## src/design/icl_pkg.sv

```systemverilog
// Shared constants for the indexed circular list engine: operation and status codes, field widths.
package icl_pkg;

    localparam int FUNC_W   = 4;
    localparam int POS_W    = 7;
    localparam int DATA_W   = 32;
    localparam int COUNT_W  = 7;
    localparam int STATUS_W = 2;

    typedef logic [FUNC_W-1:0]   func_t;
    typedef logic [STATUS_W-1:0] status_t;

    localparam func_t F_ADDFIRST = 4'd0;
    localparam func_t F_ADDLAST  = 4'd1;
    localparam func_t F_ADDAT    = 4'd2;
    localparam func_t F_REMFIRST = 4'd3;
    localparam func_t F_REMLAST  = 4'd4;
    localparam func_t F_REMAT    = 4'd5;
    localparam func_t F_GETFIRST = 4'd6;
    localparam func_t F_GETLAST  = 4'd7;
    localparam func_t F_GETAT    = 4'd8;
    localparam func_t F_SIZE     = 4'd9;

    localparam status_t ST_OK      = 2'd0;
    localparam status_t ST_EMPTY   = 2'd1;
    localparam status_t ST_INVALID = 2'd2;
    localparam status_t ST_FULL    = 2'd3;

endpackage

```

## src/design/icl_req_if.sv

```systemverilog
// Request channel: operation code, list index and value to insert.
interface icl_req_if;
    import icl_pkg::*;

    logic                     valid;
    logic                     ready;
    logic [FUNC_W-1:0]        func;
    logic [POS_W-1:0]         position;
    logic signed [DATA_W-1:0] item;

    modport source (output valid, output func, output position, output item, input ready);
    modport sink   (input valid, input func, input position, input item, output ready);
endinterface

```

## src/design/icl_rsp_if.sv

```systemverilog
// Response channel: value, entry count and status of one operation.
interface icl_rsp_if;
    import icl_pkg::*;

    logic                     valid;
    logic                     ready;
    logic signed [DATA_W-1:0] value;
    logic [COUNT_W-1:0]       count;
    logic [STATUS_W-1:0]      status;

    modport source (output valid, output value, output count, output status, input ready);
    modport sink   (input valid, input value, input count, input status, output ready);
endinterface

```

## src/design/icl_ram.sv

```systemverilog
// Generic simple dual-port RAM with one write port and a registered read port.
module icl_ram #(
    parameter int WIDTH = 32,
    parameter int DEPTH = 64
) (
    input  logic                     clk,
    input  logic                     we,
    input  logic [$clog2(DEPTH)-1:0] waddr,
    input  logic [WIDTH-1:0]         wdata,
    input  logic [$clog2(DEPTH)-1:0] raddr,
    output logic [WIDTH-1:0]         rdata
);
    logic [WIDTH-1:0] mem [DEPTH];

    always_ff @(posedge clk)
    begin
        if (we)
        begin
            mem[waddr] <= wdata;
        end
        rdata <= mem[raddr];
    end
endmodule

```

## src/design/indexed_circular_list_engine.sv

```systemverilog
// Top level of the indexed circular list engine: slot memories and the operation sequencer.
//
//  channel | modport | per transfer
//  --------+---------+-----------------------------------------
//  req     | sink    | func, position, item
//  rsp     | source  | value, count, status
//
//  One operation at a time; req is ready only while the sequencer is idle.
//  Size, errors and unused codes go straight to the answer; add at either end, get at either
//  end and remove at the front skip the link walk; an operation at index k, remove at the
//  back included (k is count-1), walks the links from the front, one link-memory read per
//  walk step.
//  Reset is asynchronous and empties the list at once; no memory clearing pass.
//  The result register holds while rsp is stalled.
module indexed_circular_list_engine #(
    parameter int CAPACITY = 64
) (
    input  logic        clk,
    input  logic        rst_n,
    icl_req_if.sink     req,
    icl_rsp_if.source   rsp
);
    import icl_pkg::*;

    localparam int SW = $clog2(CAPACITY);
    localparam int CW = $clog2(CAPACITY + 1);
    localparam int PW = (CW > POS_W) ? CW : POS_W;

    typedef logic [SW-1:0] slot_t;
    typedef logic [CW-1:0] cnt_t;

    typedef enum logic [1:0] {K_NONE, K_INS, K_REM, K_GET} kind_t;

    typedef enum logic [3:0] {
        S_IDLE, S_START, S_WALK, S_W1, S_W2, S_RD, S_WLINK, S_WFREE, S_GETV, S_OUT
    } state_t;

    state_t                state_reg;
    kind_t                 kind_reg;
    cnt_t                  idx_reg;
    logic [DATA_W-1:0]     item_reg;
    cnt_t                  count_reg;
    cnt_t                  hwm_reg;
    slot_t                 front_reg;
    slot_t                 back_reg;
    slot_t                 free_head_reg;
    slot_t                 n_reg;
    logic                  pop_reg;
    slot_t                 t_reg;
    slot_t                 p_reg;
    slot_t                 nx_reg;
    slot_t                 cur_reg;
    cnt_t                  j_reg;
    logic [DATA_W-1:0]     value_reg;
    status_t               status_reg;

    // memory ports
    logic                  link_we;
    slot_t                 link_waddr;
    slot_t                 link_wdata;
    slot_t                 link_raddr;
    slot_t                 link_rdata;
    logic                  val_we;
    logic [DATA_W-1:0]     val_rdata;

    // decode
    kind_t                 dec_kind;
    cnt_t                  dec_idx;
    status_t               dec_status;
    logic [DATA_W-1:0]     dec_value;
    logic                  full;
    logic                  empty;
    logic [PW-1:0]         pos_w;
    logic [PW-1:0]         cnt_w;
    logic                  pop;
    slot_t                 new_slot;
    slot_t                 node_c;
    logic                  accept;

    icl_ram #(.WIDTH(SW), .DEPTH(CAPACITY)) u_link_ram (
        .clk   (clk),
        .we    (link_we),
        .waddr (link_waddr),
        .wdata (link_wdata),
        .raddr (link_raddr),
        .rdata (link_rdata)
    );

    icl_ram #(.WIDTH(DATA_W), .DEPTH(CAPACITY)) u_val_ram (
        .clk   (clk),
        .we    (val_we),
        .waddr (n_reg),
        .wdata (item_reg),
        .raddr (t_reg),
        .rdata (val_rdata)
    );

    assign full     = (count_reg == CW'(CAPACITY));
    assign empty    = (count_reg == '0);
    assign pos_w    = PW'(req.position);
    assign cnt_w    = PW'(count_reg);
    // freed slots below the high-water mark are chained through the link memory
    assign pop      = (hwm_reg != count_reg);
    assign new_slot = pop ? free_head_reg : hwm_reg[SW-1:0];
    assign node_c   = (j_reg == '0) ? cur_reg : link_rdata;
    assign accept   = req.valid && req.ready;

    assign req.ready  = (state_reg == S_IDLE);
    assign rsp.valid  = (state_reg == S_OUT);
    assign rsp.value  = value_reg;
    assign rsp.count  = COUNT_W'(count_reg);
    assign rsp.status = status_reg;

    always_comb
    begin
        dec_kind   = K_NONE;
        dec_idx    = '0;
        dec_status = ST_OK;
        dec_value  = '0;
        unique case (req.func)
            F_ADDFIRST, F_ADDLAST:
            begin
                if (full)
                begin
                    dec_status = ST_FULL;
                end
                else
                begin
                    dec_kind = K_INS;
                    dec_idx  = (req.func == F_ADDFIRST) ? '0 : count_reg;
                end
            end
            F_ADDAT:
            begin
                if (pos_w > cnt_w)
                begin
                    dec_status = ST_INVALID;
                end
                else if (full)
                begin
                    dec_status = ST_FULL;
                end
                else
                begin
                    dec_kind = K_INS;
                    dec_idx  = CW'(pos_w);
                end
            end
            F_REMFIRST, F_REMLAST, F_REMAT, F_GETFIRST, F_GETLAST, F_GETAT:
            begin
                if (empty)
                begin
                    dec_status = ST_EMPTY;
                end
                else if ((req.func == F_REMAT || req.func == F_GETAT) && pos_w >= cnt_w)
                begin
                    dec_status = ST_INVALID;
                end
                else
                begin
                    dec_kind = (req.func == F_REMFIRST || req.func == F_REMLAST ||
                                req.func == F_REMAT) ? K_REM : K_GET;
                    if (req.func == F_REMFIRST || req.func == F_GETFIRST)
                    begin
                        dec_idx = '0;
                    end
                    else if (req.func == F_REMLAST || req.func == F_GETLAST)
                    begin
                        dec_idx = count_reg - CW'(1);
                    end
                    else
                    begin
                        dec_idx = CW'(pos_w);
                    end
                end
            end
            F_SIZE:
            begin
                dec_value = DATA_W'(count_reg);
            end
            default:
            begin
                dec_kind = K_NONE;
            end
        endcase
    end

    always_comb
    begin
        link_we    = 1'b0;
        link_waddr = n_reg;
        link_wdata = t_reg;
        link_raddr = free_head_reg;
        val_we     = 1'b0;
        unique case (state_reg)
            S_START:
            begin
                val_we = (kind_reg == K_INS);
            end
            S_WALK:
            begin
                link_raddr = node_c;
            end
            S_RD:
            begin
                link_raddr = t_reg;
            end
            S_W1:
            begin
                link_we = 1'b1;
            end
            S_W2:
            begin
                link_we    = 1'b1;
                link_waddr = p_reg;
                link_wdata = n_reg;
            end
            S_WLINK:
            begin
                link_we    = 1'b1;
                link_waddr = p_reg;
                link_wdata = link_rdata;
            end
            S_WFREE:
            begin
                link_we    = 1'b1;
                link_waddr = t_reg;
                link_wdata = free_head_reg;
            end
            default:
            begin
                link_we = 1'b0;
            end
        endcase
    end

    always_ff @(posedge clk or negedge rst_n)
    begin
        if (!rst_n)
        begin
            state_reg     <= S_IDLE;
            kind_reg      <= K_NONE;
            idx_reg       <= '0;
            item_reg      <= '0;
            count_reg     <= '0;
            hwm_reg       <= '0;
            front_reg     <= '0;
            back_reg      <= '0;
            free_head_reg <= '0;
            n_reg         <= '0;
            pop_reg       <= 1'b0;
            t_reg         <= '0;
            p_reg         <= '0;
            nx_reg        <= '0;
            cur_reg       <= '0;
            j_reg         <= '0;
            value_reg     <= '0;
            status_reg    <= ST_OK;
        end
        else
        begin
            unique case (state_reg)
                S_IDLE:
                begin
                    if (accept)
                    begin
                        kind_reg   <= dec_kind;
                        idx_reg    <= dec_idx;
                        item_reg   <= req.item;
                        n_reg      <= new_slot;
                        pop_reg    <= pop;
                        value_reg  <= dec_value;
                        status_reg <= dec_status;
                        state_reg  <= (dec_kind == K_NONE) ? S_OUT : S_START;
                    end
                end
                S_START:
                begin
                    cur_reg <= front_reg;
                    j_reg   <= '0;
                    unique case (kind_reg)
                        K_INS:
                        begin
                            // link memory was read at the free head on transfer
                            if (pop_reg)
                            begin
                                free_head_reg <= link_rdata;
                            end
                            if (empty)
                            begin
                                t_reg     <= n_reg;
                                p_reg     <= n_reg;
                                state_reg <= S_W1;
                            end
                            else if (idx_reg == '0 || idx_reg == count_reg)
                            begin
                                t_reg     <= front_reg;
                                p_reg     <= back_reg;
                                state_reg <= S_W1;
                            end
                            else
                            begin
                                state_reg <= S_WALK;
                            end
                        end
                        K_REM:
                        begin
                            if (idx_reg == '0)
                            begin
                                t_reg     <= front_reg;
                                p_reg     <= back_reg;
                                state_reg <= S_RD;
                            end
                            else
                            begin
                                state_reg <= S_WALK;
                            end
                        end
                        K_GET:
                        begin
                            if (idx_reg == '0)
                            begin
                                t_reg     <= front_reg;
                                state_reg <= S_RD;
                            end
                            else if (idx_reg == count_reg - CW'(1))
                            begin
                                t_reg     <= back_reg;
                                state_reg <= S_RD;
                            end
                            else
                            begin
                                state_reg <= S_WALK;
                            end
                        end
                        default:
                        begin
                            state_reg <= S_OUT;
                        end
                    endcase
                end
                S_WALK:
                begin
                    // node_c is the node at index j, cur_reg the one before it (for j > 0)
                    if (j_reg == idx_reg)
                    begin
                        t_reg     <= node_c;
                        p_reg     <= cur_reg;
                        state_reg <= (kind_reg == K_INS) ? S_W1 : S_RD;
                    end
                    else
                    begin
                        cur_reg <= node_c;
                        j_reg   <= j_reg + CW'(1);
                    end
                end
                S_W1:
                begin
                    state_reg <= S_W2;
                end
                S_W2:
                begin
                    if (idx_reg == '0)
                    begin
                        front_reg <= n_reg;
                    end
                    if (idx_reg == count_reg)
                    begin
                        back_reg <= n_reg;
                    end
                    if (!pop_reg)
                    begin
                        hwm_reg <= hwm_reg + CW'(1);
                    end
                    count_reg <= count_reg + CW'(1);
                    state_reg <= S_OUT;
                end
                S_RD:
                begin
                    state_reg <= (kind_reg == K_GET) ? S_GETV : S_WLINK;
                end
                S_GETV:
                begin
                    value_reg <= val_rdata;
                    state_reg <= S_OUT;
                end
                S_WLINK:
                begin
                    nx_reg    <= link_rdata;
                    value_reg <= val_rdata;
                    state_reg <= S_WFREE;
                end
                S_WFREE:
                begin
                    free_head_reg <= t_reg;
                    count_reg     <= count_reg - CW'(1);
                    if (count_reg == CW'(1))
                    begin
                        front_reg <= '0;
                        back_reg  <= '0;
                    end
                    else
                    begin
                        if (t_reg == front_reg)
                        begin
                            front_reg <= nx_reg;
                        end
                        if (t_reg == back_reg)
                        begin
                            back_reg <= p_reg;
                        end
                    end
                    state_reg <= S_OUT;
                end
                S_OUT:
                begin
                    if (rsp.ready)
                    begin
                        state_reg <= S_IDLE;
                    end
                end
                default:
                begin
                    state_reg <= S_IDLE;
                end
            endcase
        end
    end

`ifndef SYNTHESIS
    a_count_bound: assert property (@(posedge clk) disable iff (!rst_n)
        (count_reg <= CW'(CAPACITY)) && (hwm_reg >= count_reg))
        else $error("entry count out of range");

    a_empty_ends: assert property (@(posedge clk) disable iff (!rst_n)
        (count_reg == '0) |-> (front_reg == '0 && back_reg == '0))
        else $error("front or back not cleared on empty list");

    a_walk_bound: assert property (@(posedge clk) disable iff (!rst_n)
        (state_reg == S_WALK) |-> (j_reg <= idx_reg && idx_reg < count_reg))
        else $error("link walk beyond target");

    a_insert_grows: assert property (@(posedge clk) disable iff (!rst_n)
        (state_reg == S_W2) |=> (count_reg == $past(count_reg) + CW'(1)))
        else $error("insert did not grow the list");

    a_remove_shrinks: assert property (@(posedge clk) disable iff (!rst_n)
        (state_reg == S_WFREE) |=> (count_reg == $past(count_reg) - CW'(1)))
        else $error("remove did not shrink the list");
`endif
endmodule

```

## src/flat_wrapper.sv

```systemverilog
// flat-port wrapper written by rule: the top's interface ports become plain ports
module indexed_circular_list_engine_flat import icl_pkg::*;
#(
    parameter int CAPACITY = 64
)
  (clk, rst_n, req_valid, req_func, req_position, req_item, req_ready, rsp_valid, rsp_value, rsp_count, rsp_status, rsp_ready);
  icl_req_if req_i ();
  icl_rsp_if rsp_i ();
  input  logic clk;
  input  logic rst_n;
  input wire logic [$bits(req_i.valid)-1:0] req_valid;
  input wire logic [$bits(req_i.func)-1:0] req_func;
  input wire logic [$bits(req_i.position)-1:0] req_position;
  input wire logic [$bits(req_i.item)-1:0] req_item;
  output wire logic [$bits(req_i.ready)-1:0] req_ready;
  output wire logic [$bits(rsp_i.valid)-1:0] rsp_valid;
  output wire logic [$bits(rsp_i.value)-1:0] rsp_value;
  output wire logic [$bits(rsp_i.count)-1:0] rsp_count;
  output wire logic [$bits(rsp_i.status)-1:0] rsp_status;
  input wire logic [$bits(rsp_i.ready)-1:0] rsp_ready;
  assign req_i.valid = req_valid;
  assign req_i.func = req_func;
  assign req_i.position = req_position;
  assign req_i.item = req_item;
  assign req_ready = req_i.ready;
  assign rsp_valid = rsp_i.valid;
  assign rsp_value = rsp_i.value;
  assign rsp_count = rsp_i.count;
  assign rsp_status = rsp_i.status;
  assign rsp_i.ready = rsp_ready;
  indexed_circular_list_engine #(.CAPACITY(CAPACITY)) u_core (.clk(clk), .rst_n(rst_n), .req(req_i), .rsp(rsp_i));
endmodule
```

## config.mk

```make
export PLATFORM = sky130hd
export DESIGN_NAME = indexed_circular_list_engine_flat
export DESIGN_NICKNAME = d
export VERILOG_FILES = /design/src/design/icl_pkg.sv /design/src/design/icl_req_if.sv /design/src/design/icl_rsp_if.sv /design/src/design/icl_ram.sv /design/src/design/indexed_circular_list_engine.sv /design/src/flat_wrapper.sv
export SDC_FILE = /design/constraint.sdc
export NUM_CORES = 2
export LEC_CHECK = 0
export BUFFER_PORTS_ARGS = -buffer_cell sky130_fd_sc_hd__buf_2
export CORE_UTILIZATION = 40
export CTS_BUF_LIST = sky130_fd_sc_hd__clkbuf_4 sky130_fd_sc_hd__clkbuf_8
export DETAILED_ROUTE_END_ITERATION = 16
export GPL_TIMING_DRIVEN = 0
export HOLD_SLACK_MARGIN = 0.12
export MAX_ROUTING_LAYER = met4
export SYNTH_ARGS = -nofsm -noshare
export SYNTH_HDL_FRONTEND = slang
export SYNTH_SLANG_ARGS = --single-unit
```

## constraint.sdc

```tcl
create_clock -name clk -period 15.15 [get_ports clk]
set_input_delay 3.03 -clock clk [delete_from_list [all_inputs] [get_ports clk]]
set_output_delay 3.03 -clock clk [all_outputs]
set_load 0.01 [all_outputs]
```

==> results.cfg <==
[yosys]
async_reset_ff_share_pct = 5.69
ys_seq_area_share_pct = 75.8
synthCells = 4832
yosysTopAreaCell = edfxtp_1
post-synth-top-area-fraction_pct = 71.4
postSynthAreaPerCell_sq_um = 21.2
syn_area_sq_um = 102000
yosysMostFrequentCell = edfxtp_1
yosys.cell_types.count = 80
mappedNetlistNets = 4892
ys_dominant_reg_cell = edfxtp_1
synth_top_cells_by_count = 2432 x edfxtp_1, 723 x mux4_2, 280 x nand2_1
synth_enable_flop_cells = 2432
register_bit_count_reported_by_yosys = 2619
synth_warnings = 0
synth_area_leaders = edfxtp_1 71%, mux4_2 16%, dfrtp_1 3.6%, nand2_1 1.0%, mux2i_1 0.93%

[global_routing]
pin_count_of_the_biggest_net_entering_global_routing = 96
groute.usage.overall_pct = 22.9
grt_overflow = 0
global_route_wire_length_before_repair_mm = 401
grt_antenna_before_repair = 20
grt_pass1_vias = 53200

[timing]
finalHoldViolCount = 0
layout_worst_path_cycle_share_pct = 42.1
worst-slew-pin-transition_ns = 1.50
final-setup-viol-count = 0
total_negative_slack_ns = 0
hold_ws_ns = 0.437
rsz_0062_raised_after_global_routing = false
final.setup_skew_ns = 0.106
timing_max_transition_violations_final = 0
maxClockFrequency_mhz = 157
min_period_ns = 6.37
max-slew-margin-rel_pct = 0.0604

[critical_path]
timing.critical_path.cells = buf_2 -> buf_1 -> nor4_1 -> buf_2
worst-endpoint-arrival_ns = 3.34
critPathCaptureType = output pin
cell_with_the_largest_stage_delay_on_the_worst_path = nor4_1
timing.critical_path.slowest_cell_delay_ns = 1.07
ff2ff_setup_slack_ns = 10.15
worst_path_dominant_cell_family = simple AND/OR/NAND/NOR gates
timing.critical_path.from_type = register
worst-path-buf-inv = 3
setup.worst_path.class = register to output pin
timing.critical_path.mode_cell = buf_2
reg2reg_depth = 6
worst-path-max-fanout = 10
reg2reg_from = u_core.t_reg[0]
critPathRequiredTime_ns = 12.12
r2r-end = u_core.u_val_ram.rdata[6]

[cts]
cts_root_buffer = clkbuf_8
numClockSinks = 2619
clock_path_buffers = 4
clk_transition_reported_paths_ns = 0.06
clock_insertion_delay_worst_skew_ns = 1.13
cts_tree = yes
post_cts.resized_instances = 0
post-cts-setup-buffer-count = 0
cts_buffers = 427
cts-hold-fix-buffers = 0
cts_htree_levels = 5

[floorplanning]
core_sq_um = 254000
num_rows = 185
ioPinCount = 90
die-width_microns = 508
die_height_microns = 508
die_area_sq_um = 258000
initial_core_util_pct = 40.2

[cells_and_area]
nFillCells = 21100
nNetsFinal = 5525
top_reg_by_flops = u_core.u_val_ram.mem
synthToLayoutAreaGrowth_pct = 15.6
largest_register_ffs = 2048
drive_gt1_share_pct = 30.8
reg_top3 = u_core.u_val_ram.mem: 2048 flops, u_core.u_link_ram.mem: 384 flops

[routing]
drtPass1Iterations = 8
ant_nets = 0
route.detailed.drc = 0
initialDrtViolationCount = 6834
drt-wirelength-per-cell_microns = 31.2
drt-total-wl_mm = 286
avgViaCountPerCell = 5.75
via_count = 52700

[power]
clockPowerShare_pct = 25.6
worst_vdd_ir_mv = 0.116
power.switching_mw = 8.10
static-leakage-power_nw = 38.0
power.share.combinational_pct = 32.9
power_density_nw_per_um2 = 198
power_report.internal_total_mw = 15.3
power.sequential.fraction_pct = 41.5
p_sw_share_pct = 34.5

[placed_design]
numPortBuffers = 89
post-dp-hpwl_mm = 193
gpl_congestion = 0.911

[hold_path]
worstHoldEndpoint = u_core.rsp.value[24]
worst_hold_path_type = register to register
worstHoldStart = u_core.u_val_ram.rdata[24]
worst_hold_path.num_cells = 2

[status]
failed_checks = capacitance limit
status = complete, but fails checks

[flow_run]
maxCapViolations = 2
power groups by stage:
| stage | logic, mW | registers, mW | clock network [mW] |
|---|---|---|---|
| floorplan | 4.13 | 9.85 | 0 |
| global route | 8.05 | 9.74 | 6.39 |
| global placement | 6.67 | 10.5 | 0 |
| CTS | 7.73 | 9.71 | 6.10 |
| detailed placement | 7.71 | 9.86 | 0 |
| finish | 7.71 | 9.71 | 6.01 |
worst register-to-register path: stages (launching register included):
cell and delay (ns):
dfrtp_1 0.32, clkbuf_1 0.59, clkbuf_1 1.13, buf_1 0.96, mux4_2 0.63, mux4_2 0.66
mux4_2 0.61
cell usage in the layout (no fill, tap or decap), types with 81 or more instances in the layout:
| master | synthesis | routed |
|---|---|---|
| buf_12 | 2 | 81 |
| o21ai_0 | 98 | 98 |
| edfxtp_1 | 2432 | 2432 |
| clkbuf_8 | 0 | 455 |
| dfrtp_1 | 149 | 117 |
| clkbuf_4 | 0 | 146 |
| nor2_1 | 201 | 136 |
| clkbuf_1 | 164 | 163 |
| clkinv_1 | 1 | 86 |
| buf_2 | 22 | 112 |
| nand2_1 | 280 | 280 |
| mux4_2 | 723 | 723 |
| mux2i_1 | 95 | 95 |
through the flow:
| stage | std cells | utilization (%) | setup WS [ns] | area (sq um) | total power, mW |
|---|---|---|---|---|---|
| 2_1_floorplan | 4832 | - | 9.93 | 102000 | 14.0 |
| 3_3_place_gp | 8287 | 42.1 | 5.45 | 107000 | 17.2 |
| 3_5_place_dp | 8401 | 43.3 | 9.77 | 110000 | 17.6 |
| 4_1_cts | 9152 | 46.5 | 8.69 | 118000 | 23.5 |
| 5_1_grt | 9157 | 46.5 | 8.62 | 118000 | 24.2 |
| 6_report | 9160 | 46.5 | 8.78 | 118000 | 23.4 |
metal layers:
| metal | global-route usage (%) | up-vias | wire length [microns] |
|---|---|---|---|
| met3 | 4.11 | 439 | 23000 |
| met1 | 30.7 | 28300 | 116000 |
| met2 | 35.6 | 2537 | 138000 |
| met4 | 7.12 | 0 | 8280 |
| met5 | - | - | 0 |
| li1 | - | 21400 | - |
how the worst max path moves through the flow:
stage          slack [ns]  cells past startpoint                           end                 from
6_report             8.78                      4                     req_ready  u_core.state_reg[3]
5_1_grt              8.62                      4                     req_ready  u_core.state_reg[3]
4_1_cts              8.69                      4                     req_ready  u_core.state_reg[3]
3_5_place_dp         9.77                      7           u_core.item_reg[29]            req_valid
3_3_place_gp         5.45                      8  u_core.u_link_ram.mem[28][0]      u_core.t_reg[0]
2_1_floorplan        9.93                      6   u_core.u_link_ram.mem[0][0]  u_core.state_reg[0]
kinds of logic after synthesis:
kind of cell    after synthesis  synth area share (%)
fa+ha+maj                    13                 0.159
buf+inv                     293                  1.23
simple gates                639                  2.77
xor+xnor                     60                 0.514
flops                      2619                  75.8
mux                         846                  17.2
compound gates              362                  2.29
final cells by class:
| class | instances | area [sq um] | area share (%) |
|---|---|---|---|
| Inverter | 23 | 86.3 | 0.0730 |
| Sequential cell | 2619 | 77600 | 65.6 |
| Multi-Input combinational cell | 1920 | 24000 | 20.3 |
| Timing Repair Buffer | 204 | 2880 | 2.43 |
| Tap cell | 3366 | 4210 | 3.56 |
| Buffer | 270 | 1170 | 0.992 |
| Antenna cell | 7 | 17.5 | 0.0148 |
| Clock inverter | 150 | 861 | 0.728 |
| Clock buffer | 601 | 7360 | 6.23 |
No activity file was read; power rests on OpenSTA's default activity.
